`config.mk`:
```
export PLATFORM = sky130hd
export DESIGN_NAME = threshold_hysteresis_event_fsm_core_flat
export DESIGN_NICKNAME = d
export VERILOG_FILES = /design/src/thefsm_pkg.sv /design/src/thefsm_in_if.sv /design/src/thefsm_out_if.sv /design/src/thefsm_regs.sv /design/src/thefsm_step.sv /design/src/threshold_hysteresis_event_fsm_core.sv /design/src/flat_wrapper.sv
export SDC_FILE = /design/constraint.sdc
export NUM_CORES = 1
export LEC_CHECK = 0
export BUFFER_PORTS_ARGS = -buffer_cell sky130_fd_sc_hd__clkbuf_2
export CORE_ASPECT_RATIO = 1.1
export CORE_MARGIN = 3
export CORE_UTILIZATION = 45
export DETAILED_ROUTE_END_ITERATION = 12
export PLACE_DENSITY_LB_ADDON = 0.05
export SLEW_MARGIN = 10
export SYNTH_ARGS = -nofsm -noshare
export SYNTH_HDL_FRONTEND = slang
export SYNTH_SLANG_ARGS = --single-unit
```
`constraint.sdc`:
```
create_clock -name i_clk -period 8.41 [get_ports i_clk]
set_input_delay 1.2615 -clock i_clk [delete_from_list [all_inputs] [get_ports i_clk]]
set_output_delay 1.2615 -clock i_clk [all_outputs]
set_load 0.01 [all_outputs]
```
`src/thefsm_pkg.sv`:
```
// Package for the threshold hysteresis event state machine.
// Holds the level and event codes, register indexes, reset values and shared structs.
// No dependencies.
package thefsm_pkg;

    localparam int unsigned CFG_AW = 5;

    typedef enum logic [2:0] {
        LVL_LNR    = 3'd0,
        LVL_LCRIT  = 3'd1,
        LVL_LOW    = 3'd2,
        LVL_NORMAL = 3'd3,
        LVL_HIGH   = 3'd4,
        LVL_HCRIT  = 3'd5,
        LVL_UNR    = 3'd6
    } t_level;

    typedef enum logic [3:0] {
        EVT_LNR_UP   = 4'd0,
        EVT_LNR_DOWN = 4'd1,
        EVT_LC_UP    = 4'd2,
        EVT_LC_DOWN  = 4'd3,
        EVT_LNC_UP   = 4'd4,
        EVT_LNC_DOWN = 4'd5,
        EVT_UNC_UP   = 4'd6,
        EVT_UNC_DOWN = 4'd7,
        EVT_UC_UP    = 4'd8,
        EVT_UC_DOWN  = 4'd9,
        EVT_UNR_UP   = 4'd10,
        EVT_UNR_DOWN = 4'd11
    } t_event;

    typedef enum logic [2:0] {
        REG_UNR    = 3'd0,
        REG_UC     = 3'd1,
        REG_UNC    = 3'd2,
        REG_LNR    = 3'd3,
        REG_LC     = 3'd4,
        REG_LNC    = 3'd5,
        REG_HYST_F = 3'd6,
        REG_HYST_R = 3'd7
    } t_reg_idx;

    localparam logic [7:0] RST_UNR    = 8'd85;
    localparam logic [7:0] RST_UC     = 8'd80;
    localparam logic [7:0] RST_UNC    = 8'd75;
    localparam logic [7:0] RST_LNR    = 8'hEC;
    localparam logic [7:0] RST_LC     = 8'hF6;
    localparam logic [7:0] RST_LNC    = 8'h00;
    localparam logic [7:0] RST_HYST_F = 8'd2;
    localparam logic [7:0] RST_HYST_R = 8'd2;

    typedef struct packed {
        logic signed [7:0] unr;
        logic signed [7:0] uc;
        logic signed [7:0] unc;
        logic signed [7:0] lnr;
        logic signed [7:0] lc;
        logic signed [7:0] lnc;
        logic [7:0]        hyst_f;
        logic [7:0]        hyst_r;
    } t_cfg;

    typedef struct packed {
        t_level level;
        logic   first_event_valid;
        t_event first_event;
        logic   second_event_valid;
        t_event second_event;
    } t_step_res;

endpackage

```
`src/thefsm_in_if.sv`:
```
// Input channel: one sensor reading per beat.
// Standalone, no dependencies.
interface thefsm_in_if;
    logic              valid;
    logic              ready;
    logic signed [7:0] reading;

    modport source (output valid, output reading, input ready);
    modport sink   (input valid, input reading, output ready);
endinterface

```
`src/thefsm_out_if.sv`:
```
// Output channel: level and up to two threshold events per beat.
// Standalone, no dependencies.
interface thefsm_out_if;
    logic       valid;
    logic       ready;
    logic [2:0] level;
    logic       first_event_valid;
    logic [3:0] first_event;
    logic       second_event_valid;
    logic [3:0] second_event;

    modport source (output valid, output level, output first_event_valid, output first_event,
                    output second_event_valid, output second_event, input ready);
    modport sink   (input valid, input level, input first_event_valid, input first_event,
                    input second_event_valid, input second_event, output ready);
endinterface

```
`src/thefsm_regs.sv`:
```
// APB configuration register file: six thresholds and two hysteresis values.
// Depends on thefsm_pkg.
module thefsm_regs
    import thefsm_pkg::*;
(
    input  logic              i_clk,
    input  logic              i_rst_n,
    input  logic              psel,
    input  logic              penable,
    input  logic              pwrite,
    input  logic [CFG_AW-1:0] paddr,
    input  logic [31:0]       pwdata,
    output logic [31:0]       prdata,
    output logic              pready,
    output t_cfg              o_cfg
);

    t_cfg       r_cfg;
    logic       w_wr;
    t_reg_idx   w_idx;
    logic [7:0] w_rd;

    assign pready = 1'b1;
    assign w_wr   = psel & penable & pwrite;
    assign w_idx  = t_reg_idx'(paddr[CFG_AW-1:2]);

    always_ff @(posedge i_clk) begin
        if (!i_rst_n) begin
            r_cfg.unr    <= RST_UNR;
            r_cfg.uc     <= RST_UC;
            r_cfg.unc    <= RST_UNC;
            r_cfg.lnr    <= RST_LNR;
            r_cfg.lc     <= RST_LC;
            r_cfg.lnc    <= RST_LNC;
            r_cfg.hyst_f <= RST_HYST_F;
            r_cfg.hyst_r <= RST_HYST_R;
        end else if (w_wr) begin
            unique case (w_idx)
                REG_UNR:    r_cfg.unr    <= pwdata[7:0];
                REG_UC:     r_cfg.uc     <= pwdata[7:0];
                REG_UNC:    r_cfg.unc    <= pwdata[7:0];
                REG_LNR:    r_cfg.lnr    <= pwdata[7:0];
                REG_LC:     r_cfg.lc     <= pwdata[7:0];
                REG_LNC:    r_cfg.lnc    <= pwdata[7:0];
                REG_HYST_F: r_cfg.hyst_f <= pwdata[7:0];
                REG_HYST_R: r_cfg.hyst_r <= pwdata[7:0];
                default: ;
            endcase
        end
    end

    always_comb begin
        unique case (w_idx)
            REG_UNR:    w_rd = r_cfg.unr;
            REG_UC:     w_rd = r_cfg.uc;
            REG_UNC:    w_rd = r_cfg.unc;
            REG_LNR:    w_rd = r_cfg.lnr;
            REG_LC:     w_rd = r_cfg.lc;
            REG_LNC:    w_rd = r_cfg.lnc;
            REG_HYST_F: w_rd = r_cfg.hyst_f;
            REG_HYST_R: w_rd = r_cfg.hyst_r;
            default:    w_rd = 8'd0;
        endcase
    end

    assign prdata = {24'd0, w_rd};
    assign o_cfg  = r_cfg;

endmodule

```
`src/thefsm_step.sv`:
```
// Level transition logic: threshold compares, next level and event codes for one reading.
// Depends on thefsm_pkg.
module thefsm_step
    import thefsm_pkg::*;
(
    input  t_level            i_level,
    input  logic signed [7:0] i_reading,
    input  t_cfg              i_cfg,
    output t_step_res         o_res
);

    logic signed [9:0] w_v;
    logic signed [9:0] w_unr, w_uc, w_unc, w_lnr, w_lc, w_lnc;
    logic signed [9:0] w_hf, w_hr;
    logic              w_chk_a, w_chk_b;
    t_level            w_lvl_a, w_lvl_b;
    t_event            w_evt_a, w_evt_b;

    assign w_v   = {{2{i_reading[7]}}, i_reading};
    assign w_unr = {{2{i_cfg.unr[7]}}, i_cfg.unr};
    assign w_uc  = {{2{i_cfg.uc[7]}}, i_cfg.uc};
    assign w_unc = {{2{i_cfg.unc[7]}}, i_cfg.unc};
    assign w_lnr = {{2{i_cfg.lnr[7]}}, i_cfg.lnr};
    assign w_lc  = {{2{i_cfg.lc[7]}}, i_cfg.lc};
    assign w_lnc = {{2{i_cfg.lnc[7]}}, i_cfg.lnc};
    assign w_hf  = {2'b00, i_cfg.hyst_f};
    assign w_hr  = {2'b00, i_cfg.hyst_r};

    // a: first check of the level, b: second check (wins when both fire)
    always_comb begin
        w_chk_a = 1'b0;
        w_chk_b = 1'b0;
        w_lvl_a = i_level;
        w_lvl_b = i_level;
        w_evt_a = EVT_LNR_UP;
        w_evt_b = EVT_LNR_UP;
        unique case (i_level)
            LVL_LNR: begin
                w_chk_a = (w_v >= w_lnr + w_hr);
                w_lvl_a = LVL_LCRIT;
                w_evt_a = EVT_LNR_UP;
            end
            LVL_LCRIT: begin
                w_chk_a = (w_v <= w_lnr);
                w_lvl_a = LVL_LNR;
                w_evt_a = EVT_LNR_DOWN;
                w_chk_b = (w_v > w_lc + w_hr);
                w_lvl_b = LVL_LOW;
                w_evt_b = EVT_LC_UP;
            end
            LVL_LOW: begin
                w_chk_a = (w_v <= w_lc);
                w_lvl_a = LVL_LCRIT;
                w_evt_a = EVT_LC_DOWN;
                w_chk_b = (w_v > w_lnc + w_hr);
                w_lvl_b = LVL_NORMAL;
                w_evt_b = EVT_LNC_UP;
            end
            LVL_NORMAL: begin
                w_chk_a = (w_v <= w_lnc);
                w_lvl_a = LVL_LOW;
                w_evt_a = EVT_LNC_DOWN;
                w_chk_b = (w_v >= w_unc);
                w_lvl_b = LVL_HIGH;
                w_evt_b = EVT_UNC_UP;
            end
            LVL_HIGH: begin
                w_chk_a = (w_v >= w_uc);
                w_lvl_a = LVL_HCRIT;
                w_evt_a = EVT_UC_UP;
                w_chk_b = (w_v < w_unc - w_hf);
                w_lvl_b = LVL_NORMAL;
                w_evt_b = EVT_UNC_DOWN;
            end
            LVL_HCRIT: begin
                w_chk_a = (w_v >= w_unr);
                w_lvl_a = LVL_UNR;
                w_evt_a = EVT_UNR_UP;
                w_chk_b = (w_v < w_uc - w_hf);
                w_lvl_b = LVL_HIGH;
                w_evt_b = EVT_UC_DOWN;
            end
            LVL_UNR: begin
                w_chk_a = (w_v < w_unr - w_hf);
                w_lvl_a = LVL_HCRIT;
                w_evt_a = EVT_UNR_DOWN;
            end
            default: ;
        endcase
    end

    always_comb begin
        if (w_chk_b) begin
            o_res.level = w_lvl_b;
        end else if (w_chk_a) begin
            o_res.level = w_lvl_a;
        end else begin
            o_res.level = i_level;
        end
        o_res.first_event_valid  = w_chk_a | w_chk_b;
        o_res.second_event_valid = w_chk_a & w_chk_b;
        if (w_chk_a) begin
            o_res.first_event = w_evt_a;
        end else if (w_chk_b) begin
            o_res.first_event = w_evt_b;
        end else begin
            o_res.first_event = EVT_LNR_UP;
        end
        o_res.second_event = (w_chk_a & w_chk_b) ? w_evt_b : EVT_LNR_UP;
    end

endmodule

```
`src/threshold_hysteresis_event_fsm_core.sv`:
```
// Threshold hysteresis event state machine, top level.
// An accepted reading passes the input register, then the result register, to reach its result beat.
// Throughput: one reading per cycle unless the result output stalls; the level register updates as a result is loaded.
// Reset (synchronous, active low): pipeline empty, level normal, config registers to defaults.
// Depends on thefsm_pkg, thefsm_in_if, thefsm_out_if, thefsm_regs, thefsm_step.
module threshold_hysteresis_event_fsm_core
    import thefsm_pkg::*;
(
    input  logic              i_clk,
    input  logic              i_rst_n,
    thefsm_in_if.sink         i_sample,
    thefsm_out_if.source      o_result,
    input  logic              psel,
    input  logic              penable,
    input  logic              pwrite,
    input  logic [CFG_AW-1:0] paddr,
    input  logic [31:0]       pwdata,
    output logic [31:0]       prdata,
    output logic              pready
);

    t_cfg              w_cfg;
    t_step_res         w_res;
    logic              r_in_valid;
    logic signed [7:0] r_reading;
    logic              r_out_valid;
    t_step_res         r_out;
    t_level            r_level;
    logic              w_out_load;
    logic              w_in_take;

    thefsm_regs u_regs (
        .i_clk   (i_clk),
        .i_rst_n (i_rst_n),
        .psel    (psel),
        .penable (penable),
        .pwrite  (pwrite),
        .paddr   (paddr),
        .pwdata  (pwdata),
        .prdata  (prdata),
        .pready  (pready),
        .o_cfg   (w_cfg)
    );

    thefsm_step u_step (
        .i_level   (r_level),
        .i_reading (r_reading),
        .i_cfg     (w_cfg),
        .o_res     (w_res)
    );

    assign w_out_load     = r_in_valid & (~r_out_valid | o_result.ready);
    assign w_in_take      = i_sample.valid & i_sample.ready;
    assign i_sample.ready = ~r_in_valid | w_out_load;

    always_ff @(posedge i_clk) begin
        if (!i_rst_n) begin
            r_in_valid  <= 1'b0;
            r_out_valid <= 1'b0;
            r_level     <= LVL_NORMAL;
        end else begin
            if (w_in_take) begin
                r_in_valid <= 1'b1;
            end else if (w_out_load) begin
                r_in_valid <= 1'b0;
            end
            if (w_out_load) begin
                r_out_valid <= 1'b1;
                r_level     <= w_res.level;
            end else if (o_result.ready) begin
                r_out_valid <= 1'b0;
            end
        end
    end

    always_ff @(posedge i_clk) begin
        if (w_in_take) begin
            r_reading <= i_sample.reading;
        end
        if (w_out_load) begin
            r_out <= w_res;
        end
    end

    assign o_result.valid              = r_out_valid;
    assign o_result.level              = r_out.level;
    assign o_result.first_event_valid  = r_out.first_event_valid;
    assign o_result.first_event        = r_out.first_event;
    assign o_result.second_event_valid = r_out.second_event_valid;
    assign o_result.second_event       = r_out.second_event;

endmodule

```
`src/flat_wrapper.sv`:
```
// flat-port wrapper written by rule: the top's interface ports become plain ports
module threshold_hysteresis_event_fsm_core_flat import thefsm_pkg::*;
  (i_clk, i_rst_n, psel, penable, pwrite, paddr, pwdata, prdata, pready, i_sample_valid, i_sample_reading, i_sample_ready, o_result_valid, o_result_level, o_result_first_event_valid, o_result_first_event, o_result_second_event_valid, o_result_second_event, o_result_ready);
  thefsm_in_if i_sample_i ();
  thefsm_out_if o_result_i ();
  input  logic i_clk;
  input  logic i_rst_n;
  input  logic psel;
  input  logic penable;
  input  logic pwrite;
  input  logic [CFG_AW-1:0] paddr;
  input  logic [31:0] pwdata;
  output logic [31:0] prdata;
  output logic pready;
  input wire logic [$bits(i_sample_i.valid)-1:0] i_sample_valid;
  input wire logic [$bits(i_sample_i.reading)-1:0] i_sample_reading;
  output wire logic [$bits(i_sample_i.ready)-1:0] i_sample_ready;
  output wire logic [$bits(o_result_i.valid)-1:0] o_result_valid;
  output wire logic [$bits(o_result_i.level)-1:0] o_result_level;
  output wire logic [$bits(o_result_i.first_event_valid)-1:0] o_result_first_event_valid;
  output wire logic [$bits(o_result_i.first_event)-1:0] o_result_first_event;
  output wire logic [$bits(o_result_i.second_event_valid)-1:0] o_result_second_event_valid;
  output wire logic [$bits(o_result_i.second_event)-1:0] o_result_second_event;
  input wire logic [$bits(o_result_i.ready)-1:0] o_result_ready;
  assign i_sample_i.valid = i_sample_valid;
  assign i_sample_i.reading = i_sample_reading;
  assign i_sample_ready = i_sample_i.ready;
  assign o_result_valid = o_result_i.valid;
  assign o_result_level = o_result_i.level;
  assign o_result_first_event_valid = o_result_i.first_event_valid;
  assign o_result_first_event = o_result_i.first_event;
  assign o_result_second_event_valid = o_result_i.second_event_valid;
  assign o_result_second_event = o_result_i.second_event;
  assign o_result_i.ready = o_result_ready;
  threshold_hysteresis_event_fsm_core u_core (.i_clk(i_clk), .i_rst_n(i_rst_n), .i_sample(i_sample_i), .o_result(o_result_i), .psel(psel), .penable(penable), .pwrite(pwrite), .paddr(paddr), .pwdata(pwdata), .prdata(prdata), .pready(pready));
endmodule
```
* Word-level counts from Yosys, hierarchy flattened
Index checks and enable logic that the tools add are counted.
** Storage, ports and cells
- Logic and storage cells :: 89
- Bits in registers :: 90
- Output and inout bits :: 48
- Bits of input ports :: 52
** Operators by class
- Equal/unequal tests :: 13
- $add $sub $neg :: 6
- $lt $le $gt $ge :: 12
- Multiplexer cells :: 15
- Reductions and logical operators :: 16
- Bitwise gates (word level) :: 10
** Operators with widths (number)
- 8-bit case mux with 8 select lines :: 1
- 8-bit by 9-bit adder with 10-bit output :: 3
- 8-bit by 10-bit < comparator with 1-bit output :: 3
- 8-bit by 9-bit subtractor with 10-bit output :: 3
- 8-bit >= comparator :: 3
- 8-bit less-or-equal comparator :: 3
- 4-bit case mux with 6 select lines :: 1
- 3-bit equality test (second input constant) :: 7
- 8-bit by 10-bit > comparator with 1-bit output :: 2
- 4-bit case mux with 5 select lines :: 1
- 2-bit AND reduction :: 8
- 3-bit case mux with 5 select lines :: 1
- 3-bit by 2-bit equality test with 1-bit output (second input constant) :: 4
- 8-bit by 10-bit >= comparator with 1-bit output :: 1
- 3-bit case mux with 3 select lines :: 1
- 4-bit two-way mux :: 2
- 2-bit OR reduction :: 4
- 1-bit case mux with 7 select lines :: 1
- 3-bit by 1-bit equality test with 1-bit output (second input constant) :: 2
- 3-bit zero test :: 2
- 3-bit two-way mux :: 2
- 1-bit bitwise AND :: 5
- 1-bit case mux with 5 select lines :: 1
- 1-bit two-way mux :: 4
- other kinds (3) :: 7

* Longest topological paths before layout
Gate-level depths: netlist of run 1.
- Depth in word-level cells :: 6
- Mapped depth :: 19
- Depth with buffers taken out :: 19

* Cells and area by module
From an unflattened synthesis of run 1, not the netlist that was laid out.
** Second synthesis, totals
- Cells, all modules :: 1052
- Area total of the unflattened synthesis :: 8790.9 µm²
** Modules (own cells, without submodules)
- thefsm_step :: times used 1, area an instance 4652.0 µm², cells each 597, seq. area each 0.0 µm²
- thefsm_regs :: times used 1, area an instance 3284.4 µm², cells each 411, seq. area each 1281.2 µm²
- threshold_hysteresis_event_fsm_core :: times used 1, area an instance 854.6 µm², cells each 44, seq. area each 730.7 µm²

* Least setup slack after synthesis of run 1
OpenSTA, ideal clock, no wires.
- Path type :: register to register
- Start point :: register u_core.u_regs.r_cfg, in the netlist u_core.u_regs.o_cfg[1]
- End point :: register u_core.r_level[1]
- Setup time :: 0.134 ns
- Data required time :: 8.276 ns
- Path buffers :: 0
- Setup slack :: 4.458 ns
- Period minus slack after synthesis :: 3.952 ns
- Arrival :: 3.818 ns
- Cell stages (with the launch flop) :: 16
- Cells stage by stage :: dfxtp_1 -> ha_1 -> a21o_1 -> a21oi_1 -> nand2b_1 -> a21oi_1 -> o41a_1 -> a21oi_1 -> xnor2_1 -> ha_1 -> and2b_2 -> or4_2 -> o221a_4 -> nand4_4 -> nor4b_2 -> or4_1
** Between the ends
- Cells in the longest elaborated chain, start to end :: 5
- Elaborated cells between the ends (all ways) :: 10
- Those cells by class :: add/sub (3); order compare (3); mux (4)
** Ends and longest elaborated chain
- start: declaration :: RTL line thefsm_regs.sv:18 : t_cfg r_cfg;
- 8-bit by 9-bit adder with 10-bit output :: RTL line thefsm_step.sv:39 : w_chk_a = (w_v >= w_lnr + w_hr);
- 8-bit by 10-bit >= comparator with 1-bit output :: RTL line thefsm_step.sv:39
- 1-bit case mux with 7 select lines :: RTL line thefsm_step.sv:37 : unique case (i_level)
- 3-bit two-way mux :: RTL line thefsm_step.sv:95 : end else if (w_chk_a) begin
- 3-bit two-way mux * :: RTL line thefsm_step.sv:93 : if (w_chk_b) begin
- end signal: assignment :: RTL line threshold_hysteresis_event_fsm_core.sv:69 : r_level <= w_res.level;
- end: declaration :: RTL line threshold_hysteresis_event_fsm_core.sv:28 : t_level r_level;
Every way passes the cells marked *; elsewhere a longest branch is shown, timed or not.
A chain may end at the register's enable or synchronous reset.

* Worst setup path in the final report of run 1
- Start point :: input port paddr[3]
- End point :: output port prdata[5]
** Between the ends
- Cells in the longest elaborated chain, start to end :: 2
- Elaborated cells between the ends (all ways) :: 9
- Those cells by class :: eq/ne (7); mux (1); reduce/logical (1)
** Ends and longest elaborated chain
- start: declaration :: RTL line flat_wrapper.sv:11 : input logic [CFG_AW-1:0] paddr;
- 3-bit equality test, or another cell as far along :: RTL line thefsm_regs.sv:53 : unique case (w_idx)
- 8-bit case mux with 8 select lines * :: RTL line thefsm_regs.sv:53
- end: declaration :: RTL line flat_wrapper.sv:13 : output logic [31:0] prdata;
Marks and branches as above.

==> flow_summary_export.csv, run 1 <==
group,metric,value,unit
critical_path,worst-path-buf-inv,3,
power_and_ir_drop,power.leakage,4.07,nW
final_layout,nets,1282,
hold_path,min_path_type,"register to register",
grt,use_met2,0.382,
clock_tree,postCtsHoldBufs,0,
hold_path,hold_depth,2,
critical_path,cp_cell_sequence,"clkbuf_2 > inv_1 > nor2_1 > a22oi_1 > nor2_1 > a21oi_1 > a21oi_1 > clkbuf_2",
final_layout,layout.cells.non_filler,1313,
routing,drc,0,
sta,hold_viol,0,
final_layout,syn_to_final_growth,7.09,%
power_and_ir_drop,ir_drop,0.0988,mV
synth,synth-seq-cells,90,
clock_tree,cts-root-buf,"clkbuf_16",
place,dp_slack,3970,ps
clock_tree,cts_setup_buffers,0,
sta,setup_ws,3900,ps
routing,finalWirelength,24700,microns
routing,final_antenna_net_count,0,
grt,first_global_vias,6771,
critical_path,startpoint_type,"primary input",
hold_path,hold_path_startpoint,"u_core.u_regs.o_cfg[59]",
floorplanning,die_h,151,microns
sta,tightest_slew,1100,ps
final_layout,regArea,2010,sq um
final_layout,antenna_cells,0,
routing,num_vias,7219,
place,hpwl,19500,microns
clock_tree,clk_path_buf_depth,2,
grt,grt_util_met3,0.0376,
synth,synth_area_leaders,"ha_1, dfxtp_1, edfxtp_1",
power_and_ir_drop,p_total,1.17,mW
critical_path,crit_cells,8,
clock_tree,htreeDepth,3,
clock_tree,cts_buffers,9,
final_layout,final_cell_mix,"ha_1, inv_1, nor2_1, nand2_1, a21oi_1",
critical_path,reg2regPathDepth,17,
routing,routed_via_density,5.50,
sta,skew,11.5,ps
grt,grtUsageTotal,0.239,
floorplanning,die_area,20900,sq um
flow_run,drv_cap,0,
synth,synth_edf_count,21,
floorplanning,die_x,138,microns
critical_path,end_kind,"primary output",
sta,rsz0062_at_grt,"no",
final_layout,final_util,0.498,
floorplanning,ios,100,
place,post_dp_cell_area,8990,sq um
synth,synthFlopType,"dfxtp_1",
grt,grt.busiest_layer,"met2",
power_and_ir_drop,seqPwrFrac,0.421,
routing,firstDrtPassIters,5,
floorplanning,start_util,0.465,
final_layout,nFillCells,1922,
grt,antenna_found_initial,3,
critical_path,cpLargestDelayFamily,"buffers and inverters",
power_and_ir_drop,powerDensity,126,nW/um^2
place,gp_congestion,0.884,
run_status,status,"complete, no violations",
clock_tree,clock_latency,360,ps
clock_tree,clkTransAtPathRegs,70,ps
grt,grt_pass1_wl,38900,microns
final_layout,multiInputGateArea,5970,sq um
clock_tree,numClockSinks,90,
synth,yosys.area.top_type,"ha_1",
clock_tree,cts_resized,0,
grt,grt_start_max_net_pins,29,
final_layout,design_area,9270,sq um
sta,hold_ws,531,ps
grt,overflow,0,
place,dp_cells,1297,
place,io_buffer_count,48,
floorplanning,core.rowCount,52,
clock_tree,cts_tree,"built",
sta,finalSetupTns,0,ps
hold_path,min_to,"u_core.u_regs.o_cfg[59]",
power_and_ir_drop,combPwrFrac,0.243,
critical_path,critPathRequiredTime,7150,ps
sta,fin_crit,4510,ps
sta,min_period_over_period,0.536,
synth,syn_inst,1035,
power_and_ir_drop,swShare,0.331,
sta,maxSlewHeadroom,0.265,
routing,avgRoutedWirePerCell,18.8,microns
synth,synth.yosys.warnings,0,
grt,gr-usage-met1,0.339,
synth,yosysUniqueCellTypes,78,
critical_path,r2r_start,"u_core.u_regs.o_cfg[8]",
sta,fmax,222,MHz
floorplanning,coreArea,18600,sq um
synth,synth-seq-area-share,0.233,
critical_path,cp_max_fo,28,
critical_path,r2r_end,"u_core.o_result.level[0]",
sta,drv_slew,0,
power_and_ir_drop,pwr-share-clk,0.335,
synth,synthArstFlopShare,0,
routing,dr.first_iter.drc_count,418,
synth,syn_area,8650,sq um
sta,setup_viol,0,
final_layout,mostFrequentLayoutCell,"ha_1",
synth,yosysTopAreaCellShare,0.230,
critical_path,regToRegSetupSlack,3960,ps
critical_path,slowest_stage,"clkbuf_2",
power_and_ir_drop,p_switching,0.387,mW
critical_path,cpPeakStageDelay,520,ps
synth,syn_avg_cell_area,8.36,sq um
critical_path,path_class,"primary input to primary output",
critical_path,critPathArrivalTime,3240,ps
final_layout,drive_above_1_share,0.0888,
power_and_ir_drop,p_int,0.782,mW
worst register-to-register path, stage by stage (launching register included):
cell and delay [ps]:
dfxtp_1 460, ha_1 210, inv_1 50, fa_1 400, a21o_1 180, a21oi_1 230
o21ai_0 120, a21o_1 210, a21oi_1 140, o21ai_0 110, xnor2_1 140, ha_1 290
and4_1 180, o21ai_0 100, a31oi_1 720, nand4_4 210, nand3b_1 240, xor2_1 180
routing by layer:
metal  routed length [microns]  share of wire
met5                        13        0.00053
met4                       442          0.018
met3                      1360          0.055
met2                     10800           0.44
met1                     12100           0.49
power groups by stage:
stage,combinational [mW],sequential [mW],clock [mW]
floorplan,0.214,0.498,0
global placement,0.281,0.503,0
detailed placement,0.282,0.503,0
CTS,0.284,0.493,0.401
global route,0.318,0.496,0.414
finish,0.284,0.493,0.392
state kept, by name (all words and copies together) (netlist names):
signal	cells
u_core.u_regs.o_cfg	64
u_core.r_reading	8
u_core.o_result.first_event	4
u_core.o_result.second_event	4
u_core.o_result.level	3
u_core.r_level	3
u_core.o_result.first_event_valid	1
u_core.o_result.second_event_valid	1
u_core.o_result.valid	1
u_core.r_in_valid	1
cells in the mapped netlist, types with 3 or more instances:
| master | n |
|---|---|
| o21ai_1 | 3 |
| mux2i_1 | 37 |
| nand3_1 | 18 |
| o211ai_1 | 30 |
| nand4_1 | 12 |
| nor2_1 | 87 |
| dfxtp_1 | 69 |
| o21a_1 | 8 |
| a21oi_1 | 84 |
| inv_1 | 108 |
| o22ai_1 | 7 |
| buf_4 | 25 |
| buf_2 | 3 |
| nor3_1 | 11 |
| a2111oi_0 | 3 |
| or2_2 | 3 |
| a211oi_1 | 8 |
| fa_1 | 6 |
| nand3b_1 | 4 |
| nand2_1 | 86 |
| a211o_1 | 3 |
| or3_1 | 3 |
| xor2_1 | 12 |
| nand2b_1 | 12 |
| a21o_1 | 22 |
| a22oi_1 | 3 |
| nor2b_1 | 13 |
| o21ai_0 | 43 |
| nor3b_1 | 3 |
| and4_1 | 5 |
| clkbuf_1 | 27 |
| edfxtp_1 | 21 |
| and2_1 | 3 |
| a31oi_1 | 9 |
| xnor2_1 | 30 |
| a221oi_1 | 4 |
| ha_1 | 159 |
cell families (layout without fill, tap and decap cells):
kind of cell / after synthesis / after routing / synth area share
other: 2 / 25 / 0.000868
DFF: 90 / 90 / 0.233
buffers and inverters: 168 / 180 / 0.0873
adders and majority gates: 165 / 165 / 0.244
xor gates and xnor gates: 42 / 42 / 0.0425
and+or+nand+nor: 277 / 277 / 0.158
muxes: 39 / 39 / 0.0467
AOI/OAI and AO/OA: 252 / 252 / 0.188
worst max path at each step:
stage,startpoint,end,slack (ps)
floorplan,u_core.u_regs.o_cfg[1],u_core.r_level[1],4460
global placement,u_core.u_regs.o_cfg[1],u_core.o_result.level[0],3970
detailed placement,paddr[3],prdata[5],3970
CTS,u_core.u_regs.o_cfg[8],u_core.o_result.level[0],3970
global route,u_core.u_regs.o_cfg[8],u_core.o_result.level[0],3640
finish,paddr[3],prdata[5],3900
layout make-up:
cell class                      instances  area share
Clock buffer                           10      0.0247
Clock inverter                          6     0.00446
Inverter                              108      0.0438
Multi-Input combinational cell        800       0.645
Sequential cell                        90       0.217
Tap cell                              243      0.0328
Timing Repair Buffer                   56      0.0324
Power figures use the tool's default switching activity.
==> run 2: changes to the inputs <==
clock period = 4.7 ns   (was 8.41 ns; I/O delays follow)
==> run 2 against run 1 <==
Against the previous run: sequential share of layout area decreased by 0.13 points; cell area is 0.58% higher; register-to-register slack got worse by 3600 ps; hold slack got worse by 23 ps; core utilization rose by 0.29 points; global-route usage barely moved; combinational power grew 77%; non-clock buffer count unchanged; clock skew shrank 2.5 ps.
==> flow_summary_export.csv, run 2 (synthesis results as in run 1) <==
group,metric,value,unit
sta,fmax,229,MHz
power_and_ir_drop,p_switching,0.677,mW
power_and_ir_drop,combPwrFrac,0.231,
floorplanning,start_util,0.465,
power_and_ir_drop,powerDensity,234,nW/um^2
floorplanning,core.rowCount,52,
final_layout,nFillCells,1857,
critical_path,cp_max_fo,5,
clock_tree,cts_resized,0,
clock_tree,clock_latency,350,ps
grt,grt_start_max_net_pins,29,
critical_path,regToRegSetupSlack,340,ps
critical_path,r2r_start,"u_core.u_regs.o_cfg[8]",
floorplanning,die_area,20900,sq um
power_and_ir_drop,ir_drop,0.254,mV
critical_path,path_class,"register to register",
critical_path,slowest_stage,"or4_1",
routing,routed_via_density,5.49,
place,io_buffer_count,48,
sta,min_period_over_period,0.927,
grt,grt_pass1_wl,38800,microns
final_layout,layout.cells.non_filler,1313,
sta,fin_crit,4360,ps
routing,dr.first_iter.drc_count,448,
power_and_ir_drop,pwr-share-clk,0.360,
hold_path,min_path_type,"register to register",
sta,maxSlewHeadroom,0.243,
routing,final_antenna_net_count,0,
sta,drv_slew,0,
place,gp_congestion,0.894,
power_and_ir_drop,seqPwrFrac,0.409,
final_layout,mostFrequentLayoutCell,"ha_1",
routing,avgRoutedWirePerCell,18.8,microns
floorplanning,coreArea,18600,sq um
place,dp_cells,1297,
final_layout,nets,1282,
sta,skew,9.02,ps
final_layout,final_cell_mix,"ha_1, inv_1, nor2_1, nand2_1, a21oi_1",
critical_path,critPathArrivalTime,4580,ps
routing,num_vias,7210,
clock_tree,postCtsHoldBufs,0,
clock_tree,htreeDepth,3,
critical_path,critPathRequiredTime,4920,ps
routing,firstDrtPassIters,5,
sta,rsz0062_at_grt,"no",
grt,grtUsageTotal,0.239,
power_and_ir_drop,power.leakage,4.10,nW
critical_path,startpoint_type,"register",
critical_path,r2r_end,"u_core.r_level[1]",
power_and_ir_drop,p_int,1.50,mW
final_layout,syn_to_final_growth,7.71,%
grt,overflow,0,
place,hpwl,19700,microns
critical_path,cpLargestDelayFamily,"compound AO/OA/AOI/OAI gates",
clock_tree,cts_buffers,9,
floorplanning,ios,100,
critical_path,cpPeakStageDelay,490,ps
power_and_ir_drop,swShare,0.311,
final_layout,largest_reg_flops,64,
run_status,status,"complete, no violations",
grt,antenna_found_initial,0,
hold_path,hold_depth,2,
clock_tree,cts-root-buf,"clkbuf_16",
clock_tree,cts_setup_buffers,0,
hold_path,hold_path_startpoint,"u_core.r_in_valid",
critical_path,worst-path-buf-inv,1,
sta,finalSetupTns,0,ps
clock_tree,clk_path_buf_depth,2,
final_layout,antenna_cells,0,
critical_path,cp_cell_sequence,"ha_1 > inv_1 > fa_1 > a21o_1 > a21oi_1 > o21ai_0 > a21o_1 > a21oi_1 > o21ai_0 > xnor2_1 > ha_1 > or3b_1 > a211o_1 > a211o_1 > o221a_4 > nand4_4 > nor4b_2 > or4_1",
routing,drc,0,
critical_path,end_kind,"register",
critical_path,reg2regPathDepth,18,
hold_path,min_to,"u_core.o_result.valid",
floorplanning,die_h,151,microns
flow_run,drv_cap,0,
clock_tree,clkTransAtPathRegs,70,ps
grt,first_global_vias,6764,
clock_tree,cts_tree,"built",
sta,setup_viol,0,
floorplanning,die_x,138,microns
sta,tightest_slew,1130,ps
clock_tree,numClockSinks,90,
final_layout,drive_above_1_share,0.0907,
sta,hold_viol,0,
routing,finalWirelength,24700,microns
[run 2: worst min-delay path: cells and delay by family (launching register included)]
| kind | cells | cell delay, ps |
|---|---|---|
| DFF | 1 | 330 |
| and+or+nand+nor | 2 | 140 |
[run 2: final cells by class]
class,count,area [sq um],share of cell area
Inverter,108,405,0.0435
Tap cell,243,304,0.0326
Sequential cell,90,2010,0.216
Multi-Input combinational cell,800,5980,0.642
Clock buffer,13,273,0.0293
Timing Repair Buffer,56,300,0.0322
Clock inverter,3,45.0,0.00483
[run 2: power by group through the flow]
stage	clock network, mW	logic, mW	registers (mW)
floorplan	0	0.383	0.891
global placement	0	0.498	0.908
detailed placement	0	0.502	0.909
CTS	0.796	0.505	0.891
global route	0.823	0.568	0.897
finish	0.785	0.504	0.891
[run 2: worst max path at each step]
| stage | slack [ps] | end | from | depth (start not counted) |
|---|---|---|---|---|
| detailed placement | 290 | u_core.o_result.level[0] | u_core.u_regs.o_cfg[8] | 17 |
| floorplan | 750 | u_core.r_level[1] | u_core.u_regs.o_cfg[1] | 15 |
| global placement | 370 | u_core.o_result.level[0] | u_core.u_regs.o_cfg[8] | 17 |
| finish | 340 | u_core.r_level[1] | u_core.u_regs.o_cfg[8] | 18 |
| global route | 1 | u_core.o_result.second_event[1] | u_core.u_regs.o_cfg[24] | 17 |
| CTS | 260 | u_core.o_result.level[0] | u_core.u_regs.o_cfg[8] | 17 |
[run 2: stage by stage]
stage / utilization / setup slack, ps / hold WS [ps] / area [sq um] / power [mW]
final: 0.501 / 341 / 508 / 9320 / 2.18
after global routing: 0.501 / 1.03 / 521 / 9320 / 2.29
after detailed placement: 0.483 / 294 / 510 / 8990 / 1.41
after floorplan: - / 748 / 462 / 8740 / 1.27
after global placement: 0.483 / 372 / 506 / 8990 / 1.41
after CTS: 0.500 / 258 / 516 / 9310 / 2.19
[run 2: routing by layer]
metal | vias up | track usage | part of all wire
met3 | 28 | 0.0341 | 0.051
li1 | 3690 | - | -
met4 | 0 | 0.0687 | 0.019
met1 | 3295 | 0.339 | 0.49
met5 | - | 0 | 0
met2 | 197 | 0.382 | 0.44
